`src/rtl/pav_pkg.sv`:
```
package pav_pkg;

  localparam int MAX_KEYS     = 512;
  localparam int KEY_IW       = $clog2(MAX_KEYS);
  localparam int NUM_SWITCHES = 16;
  localparam int SW_W         = $clog2(NUM_SWITCHES);
  localparam int KEY_AW       = SW_W + KEY_IW;
  localparam int NUM_FLOWS    = 256;
  localparam int FLOW_W       = $clog2(NUM_FLOWS);
  localparam int MAX_HOPS     = 8;
  localparam int HOP_IW       = $clog2(MAX_HOPS);
  localparam int HOP_CW       = HOP_IW + 1;
  localparam int PATH_AW      = FLOW_W + HOP_IW;
  localparam int CNT_W        = 10;

  localparam logic [31:0] LFSR_MASK  = 32'hB4BC_D35C;
  localparam logic [31:0] ADD_MASK   = 32'h07FF_FFFF;
  localparam logic [31:0] SKEW_RESET = 32'd30000;

  typedef enum logic [1:0] {
    CMD_LOAD_KEY = 2'd0,
    CMD_SETUP_SW = 2'd1,
    CMD_PATH_HOP = 2'd2,
    CMD_VERIFY   = 2'd3
  } cmd_t;

  typedef enum logic [2:0] {
    ST_LOADED   = 3'd0,
    ST_ACCEPT   = 3'd1,
    ST_STALE    = 3'd2,
    ST_REPLAY   = 3'd3,
    ST_NO_PATH  = 3'd4,
    ST_UNKNOWN  = 3'd5,
    ST_MISMATCH = 3'd6
  } status_t;

  typedef enum logic [2:0] {
    OP_ADD    = 3'd0,
    OP_ROT_KA = 3'd1,
    OP_ROT_AK = 3'd2,
    OP_AND    = 3'd3,
    OP_OR     = 3'd4,
    OP_SUB_KA = 3'd5,
    OP_SUB_AK = 3'd6,
    OP_XOR    = 3'd7
  } op_t;

  typedef struct packed {
    logic [1:0]  cmd;
    logic [3:0]  switch_sel;
    logic [8:0]  entry_index;
    logic [31:0] word;
    logic [2:0]  op_code;
    logic [9:0]  count;
    logic [7:0]  flow_sel;
    logic [63:0] seq_number;
    logic [63:0] stamp_ms;
    logic [63:0] now_ms;
  } in_item_t;

  typedef struct packed {
    logic [2:0]  status;
    logic [31:0] expected_acc;
  } out_item_t;

  typedef struct packed {
    logic             start;
    logic [31:0]      value;
    logic [CNT_W-1:0] divisor;
  } mod_req_t;

  typedef struct packed {
    logic              busy;
    logic              done;
    logic [KEY_IW-1:0] rem;
  } mod_rsp_t;

endpackage

```
`src/rtl/pav_mod_unit.sv`:
```
module pav_mod_unit (
  input  logic              clk,
  input  logic              rst_n,
  input  pav_pkg::mod_req_t req,
  output pav_pkg::mod_rsp_t rsp
);
  import pav_pkg::*;

  // Restoring remainder, one dividend bit per cycle.
  logic             busy_r, busy_nxt;
  logic             done_r, done_nxt;
  logic [4:0]       cnt_r, cnt_nxt;
  logic [31:0]      val_r, val_nxt;
  logic [CNT_W-1:0] rem_r, rem_nxt;
  logic [CNT_W-1:0] div_r, div_nxt;
  logic [CNT_W:0]   trial;

  always_comb begin
    busy_nxt = busy_r;
    done_nxt = 1'b0;
    cnt_nxt  = cnt_r;
    val_nxt  = val_r;
    rem_nxt  = rem_r;
    div_nxt  = div_r;
    trial    = {rem_r, val_r[31]};
    if (req.start) begin
      busy_nxt = 1'b1;
      cnt_nxt  = 5'd31;
      val_nxt  = req.value;
      rem_nxt  = '0;
      div_nxt  = req.divisor;
    end else if (busy_r) begin
      if (trial >= {1'b0, div_r}) begin
        rem_nxt = CNT_W'(trial - {1'b0, div_r});
      end else begin
        rem_nxt = trial[CNT_W-1:0];
      end
      val_nxt = {val_r[30:0], 1'b0};
      cnt_nxt = cnt_r - 5'd1;
      if (cnt_r == 5'd0) begin
        busy_nxt = 1'b0;
        done_nxt = 1'b1;
      end
    end
  end

  always_ff @(posedge clk) begin
    if (!rst_n) begin
      busy_r <= 1'b0;
      done_r <= 1'b0;
      cnt_r  <= '0;
    end else begin
      busy_r <= busy_nxt;
      done_r <= done_nxt;
      cnt_r  <= cnt_nxt;
    end
    val_r <= val_nxt;
    rem_r <= rem_nxt;
    div_r <= div_nxt;
  end

  // A zero key count selects index zero.
  assign rsp.busy = busy_r;
  assign rsp.done = done_r;
  assign rsp.rem  = (div_r == '0) ? '0 : rem_r[KEY_IW-1:0];

endmodule

```
`config.mk`:
```
export PLATFORM = sky130hd
export DESIGN_NAME = pav_mod_unit
export DESIGN_NICKNAME = d
export VERILOG_FILES = /design/src/rtl/pav_pkg.sv /design/src/rtl/pav_mod_unit.sv
export SDC_FILE = /design/constraint.sdc
export NUM_CORES = 1
export LEC_CHECK = 0
export BUFFER_PORTS_ARGS = -buffer_cell sky130_fd_sc_hd__buf_2
export CAP_MARGIN = 10
export CORE_ASPECT_RATIO = 0.9
export CORE_MARGIN = 3
export CORE_UTILIZATION = 55
export CTS_CLUSTER_DIAMETER = 100
export DETAILED_ROUTE_END_ITERATION = 16
export PLACE_DENSITY = 0.84
export SKIP_CTS_REPAIR_TIMING = 1
export SLEW_MARGIN = 10
export SYNTH_ARGS = -nofsm -noshare
export SYNTH_HDL_FRONTEND = slang
export SYNTH_SLANG_ARGS = --single-unit
```
`constraint.sdc`:
```
create_clock -name clk -period 2.2 [get_ports clk]
set_input_delay 0.33 -clock clk [delete_from_list [all_inputs] [get_ports clk]]
set_output_delay 0.33 -clock clk [all_outputs]
set_load 0.02 [all_outputs]
```
==> results of run 1 <==
[metrics by stage]
step | std cells | total power (uW) | area [um^2] | hold WS [ns] | TNS, ns
4_1_cts | 370 | 2862 | 3511 | 0.1547 | -0.2316
2_1_floorplan | 237 | 1762 | 2999 | 0.4289 | 0
5_1_grt | 374 | 3030 | 3610 | 0.1494 | -0.2283
3_3_place_gp | 354 | 1887 | 3324 | 0.4730 | 0
6_report | 374 | 2902 | 3610 | 0.1714 | 0
3_5_place_dp | 354 | 1909 | 3324 | 0.4868 | 0
[report_power, final]
part / switching, uW / leakage, uW / internal (uW)
sequential: 62.3 / 0.000560 / 1320
combinational: 299 / 0.000852 / 274
clock: 406 / 0.0000931 / 544
[flip-flops by register name, summed over array words and instances (netlist names)]
register and cells:
busy_r 1, cnt_r 5, div_r 10, done_r 1, rem_r 10, val_r 32
[routing by layer]
layer,share of wire,GRT usage,vias up
met4,0.019,0.07074,0
met1,0.45,0.2590,1003
met5,0,0,-
met3,0.063,0.07243,10
met2,0.47,0.2870,70
li1,-,-,999
[area by class of cell]
class,count,area (um^2)
tap,65,81.33
inverter,17,63.81
fill,375,1435
clock buffer,12,145.1
clock inverter,4,41.29
timing repair buffer,66,359.1
multi-input combinational,151,1316
sequential,59,1603
[worst max-delay path, stage by stage (launching register included)]
cell	delay (ns)
edfxtp_1	0.42
ha_1	0.21
nand2b_1	0.19
a21oi_2	0.25
o31ai_4	0.12
a41oi_2	0.29
buf_2	0.23
mux2i_1	0.23
o21ai_1	0.10
[worst min-delay path by stage]
stage                          startpoint               endpoint  slack (ns)  depth (start not counted)
CTS                                req[3]     div_r[3]$_DFFE_PP_        0.15                          1
global route                       req[3]     div_r[3]$_DFFE_PP_        0.15                          1
detailed placement  rem_r[4]$_SDFFE_PP0P_  rem_r[4]$_SDFFE_PP0P_        0.49                          2
finish                             req[7]     div_r[7]$_DFFE_PP_        0.17                          1
global placement    rem_r[9]$_SDFFE_PP0P_  rem_r[9]$_SDFFE_PP0P_        0.47                          2
floorplan                          req[0]     div_r[0]$_DFFE_PP_        0.43                          0
[kinds of logic (layout without fill, tap and decap cells)]
logic type | after synthesis | after routing | synth area share
multiplexers | 38 | 38 | 0.1402
buffers and inverters | 27 | 99 | 0.04922
AO/OA/AOI/OAI | 36 | 36 | 0.09596
AND/OR/NAND/NOR | 54 | 54 | 0.09470
flip-flops | 59 | 59 | 0.5340
XOR/XNOR | 10 | 10 | 0.02920
adder cells (fa/ha/maj) | 13 | 13 | 0.05674
[layout by cell type (no fill, tap or decap), types with 5 or more instances in the layout]
master / synthesis / layout
and2_1: 10 / 10
mux2_2: 31 / 31
clkbuf_8: 0 / 10
edfxtp_1: 42 / 42
buf_4: 2 / 9
o21a_1: 5 / 5
ha_1: 12 / 8
xor2_1: 6 / 6
nor2_1: 15 / 15
inv_1: 16 / 14
buf_2: 0 / 56
dfxtp_1: 17 / 16
nand2_1: 9 / 9
a21oi_1: 5 / 5
==> impl_metrics.yaml, run 1 <==
status:
  status: "finished clean"
synthesis:
  synth_cell_types: 45
  ys_seq_elements: 59
  synth-seq-area-share: 0.5340
  syn_inst: 237
  synth_top_flop_cell: "edfxtp_1"
  syn_nets: 295
  yosysTopAreaCell: "edfxtp_1"
  synth_edf_count: 42
  netlist_area_um2: 2999
  synth_top_area_frac: 0.4205
  yosysWarnings: 0
  synth.top_cells.by_area: "edfxtp_1 (42%), mux2_2 (12%), dfxtp_1 (11%)"
  synth.most_common_cell: "edfxtp_1"
  avgSynthCellArea_um2: 12.65
  synth_common_cells: "edfxtp_1 (42), mux2_2 (31), dfxtp_1 (17), inv_1 (16), nor2_1 (15)"
  async_flop_share: 0
timing:
  maxSlewHeadroom: 0.7189
  fin_crit_sh: 0.9840
  setup_viol: 0
  finalClockSkew_ns: 0.01014
  fin_ws_ns: 0.03527
  min_period_ns: 2.165
  worstMarginPinSlew_ns: 0.4201
  finalHoldViolations: 0
  maxSlewViolCount: 0
  max_freq_mhz: 462.0
routing:
  drtIter0Drc: 234
  drt_wl_total_mm: 6.286
  ant_nets: 0
  drtPass1Iterations: 4
  vias: 2082
  wl_per_cell_um: 16.81
  drt-vias-per-instance: 5.567
  drc_errors: 0
global_routing:
  grt_overflow_total: 0
  grt_pass1_wl_mm: 9.591
  grt_pass1_vias: 1990
  antenna_found_initial: 0
  grt_start_max_net_pins: 33
  track_usage: 0.1931
cells_and_area:
  synthToLayoutAreaGrowth_pct: 20.36
  drive_gt1_frac: 0.4175
  diodes: 0
  fin_util: 0.7155
  nets: 362
critical_path:
  required_ns: 2.41
  cp_max_fo: 5
  cp-start-kind: "flip-flop"
  end_kind: "flip-flop"
  r2r-end: "rem_r[2]$_SDFFE_PP0P_"
  cp-endpoint: "rem_r[2]$_SDFFE_PP0P_"
  rr_startpoint: "div_r[0]$_DFFE_PP_"
  critPathArrivalTime_ns: 2.37
  reg2reg_slack_ns: 0.04
  cp-startpoint: "div_r[0]$_DFFE_PP_"
  crit_type: "flip-flop to flip-flop"
  reg2reg_depth: 8
clock_tree:
  clk_latency_ns: 0.33
  cts.sinks: 59
  cts-buffers-inserted: 9
  htree_levels: 3
  cts_tree: "yes"
  clk_pin_slew_ns: 0.06
  cts_root_buf: "clkbuf_8"
  clockBufferDepth: 2
floorplanning:
  die_area_um2: 6376
  rows: 24
  start_util: 0.5945
  coreArea_um2: 5045
  io-pin-count: 56
  fp.dieH_um: 76.06
  die-width_um: 83.84
power_and_ir_drop:
  leakage_uw: 0.001505
  vdd_drop_max_uv: 585.3
  power_density_nw_per_um2: 804.1
placed_design:
  port-buffer-count: 55
  gp_congestion: 0.8414
  place_hpwl_mm: 4.055
  place_ws_ns: 0.06310
job:
  drv_cap: 0
hold_path:
  min_path_type: "primary input to flip-flop"
(Power assumes the default switching activity.)
==> run 2: changes to the inputs <==
==> constraint.sdc (replaced) <==
create_clock -name clk -period 2.2 [get_ports clk]
set_input_delay 0.44 -clock clk [delete_from_list [all_inputs] [get_ports clk]]
set_output_delay 0.44 -clock clk [all_outputs]
set_load 0.02 [all_outputs]
==> impl_metrics.yaml, run 2 (synthesis results as in run 1) <==
floorplanning:
  start_util: 0.5945
  rows: 24
  die-width_um: 83.84
  die_area_um2: 6376
  io-pin-count: 56
  fp.dieH_um: 76.06
  coreArea_um2: 5045
timing:
  maxSlewHeadroom: 0.7399
  max_freq_mhz: 458.2
  grt_setup_unrepaired: "true"
  finalHoldViolations: 0
  min_period_ns: 2.183
  fin_crit_sh: 0.9921
  fin_ws_ns: 0.01743
  maxSlewViolCount: 0
  finalClockSkew_ns: 0.009087
  worstMarginPinSlew_ns: 0.3803
  setup_viol: 0
  hold_ws_ns: 0.2735
cells_and_area:
  largest_reg_flops: 32
  largest-register: "val_r"
  drive_gt1_frac: 0.4516
  synthToLayoutAreaGrowth_pct: 24.28
  fill_cells: 344
  largest_registers: "val_r x32, div_r x10, rem_r x10"
  final_common_cell: "buf_2"
  final_cells: 375
  diodes: 0
  final_cell_mix: "buf_2 (47), edfxtp_1 (42), mux2_2 (31)"
  nets: 363
  stdcell_area_um2: 3727
global_routing:
  track_usage: 0.1991
  grt_overflow_total: 0
  grt_pass1_vias: 2114
  antenna_found_initial: 0
  grt_pass1_wl_mm: 9.880
  grt_start_max_net_pins: 33
routing:
  drt_wl_total_mm: 6.219
  ant_nets: 0
  drtIter0Drc: 262
  drc_errors: 0
  wl_per_cell_um: 16.58
  drt-vias-per-instance: 5.488
  drtPass1Iterations: 4
  vias: 2058
clock_tree:
  cts.sinks: 59
  clk_latency_ns: 0.34
  clk_pin_slew_ns: 0.07
  htree_levels: 3
  cts_root_buf: "clkbuf_8"
  cts_tree: "yes"
  clockBufferDepth: 2
  cts-buffers-inserted: 9
power_and_ir_drop:
  vdd_drop_max_uv: 591.3
  power_density_nw_per_um2: 752.9
  leakage_uw: 0.001529
  p_total_uw: 2806
critical_path:
  cp_max_fo: 5
  crit_type: "flip-flop to flip-flop"
  critPathArrivalTime_ns: 2.43
  end_kind: "flip-flop"
  r2r-end: "rem_r[1]$_SDFFE_PP0P_"
  rr_startpoint: "div_r[2]$_DFFE_PP_"
  required_ns: 2.45
  reg2reg_slack_ns: 0.02
  cp-start-kind: "flip-flop"
  reg2reg_depth: 9
hold_path:
  min_path_type: "primary input to flip-flop"
  whs_endpoint: "div_r[3]$_DFFE_PP_"
  min-delay-start: "req[3]"
  min_path_cells: 1
placed_design:
  dpl_cell_area_um2: 3339
  place_ws_ns: 0.06828
  dp.cells: 356
  port-buffer-count: 55
  place_hpwl_mm: 4.186
  gp_congestion: 0.8734
job:
  drv_cap: 0
status:
  status: "finished clean"
-- run 2: cell types whose count changed in the layout (fill, tap and decap cells not counted), moves of 2 or more --
cell / change
buf_6: +10
buf_2: -9
and2_1: -8
and2_4: +8
ha_4: +2
nor4_1: -2
-- run 2: critical path, cell delays in order, from the launching register on --
cell,delay [ns]
edfxtp_1,0.39
inv_2,0.07
ha_1,0.25
o211ai_2,0.21
a21oi_4,0.07
o31ai_4,0.35
a41oi_4,0.22
buf_6,0.19
mux2i_2,0.15
a211oi_1,0.21
-- run 2: worst max-delay path by stage --
| stage | startpoint | endpoint | depth (start not counted) |
|---|---|---|---|
| 6_report | div_r[2]$_DFFE_PP_ | rem_r[1]$_SDFFE_PP0P_ | 9 |
| 5_1_grt | div_r[6]$_DFFE_PP_ | rsp[6] | 5 |
| 4_1_cts | div_r[7]$_DFFE_PP_ | rsp[0] | 4 |
| 3_5_place_dp | div_r[6]$_DFFE_PP_ | rem_r[7]$_SDFFE_PP0P_ | 9 |
| 3_3_place_gp | div_r[6]$_DFFE_PP_ | rem_r[7]$_SDFFE_PP0P_ | 9 |
| 2_1_floorplan | div_r[2]$_DFFE_PP_ | rem_r[0]$_SDFFE_PP0P_ | 8 |
-- run 2: per-stage QoR --
stage | util | TNS (ns)
floorplan | - | 0
global placement | 0.6620 | 0
detailed placement | 0.6620 | 0
CTS | 0.6920 | -1.349
global route | 0.7388 | -0.5411
finish | 0.7388 | 0
-- run 2: cell type report --
class                   count  area, um^2  area share
flip-flops and latches     59        1603      0.4300
multi-input cells         151        1401      0.3760
inverters                  17       63.81     0.01712
repair buffers             67       426.7      0.1145
clock buffers              11       131.4     0.03525
clock inverters             5       20.02    0.005371
well taps                  65       81.33     0.02182
-- run 2: where the power goes --
| part | internal, uW | switching, uW | leakage, uW |
|---|---|---|---|
| Combinational | 321 | 308 | 0.000891 |
| Clock | 391 | 399 | 0.0000773 |
| Sequential | 1320 | 68.1 | 0.000560 |
-- run 2: per-layer routing --
| metal | track usage | wire (um) |
|---|---|---|
| met5 | 0 | 0 |
| met4 | 0.05305 | 96 |
| met1 | 0.2502 | 2722 |
| met2 | 0.3116 | 2912 |
| met3 | 0.09189 | 488 |
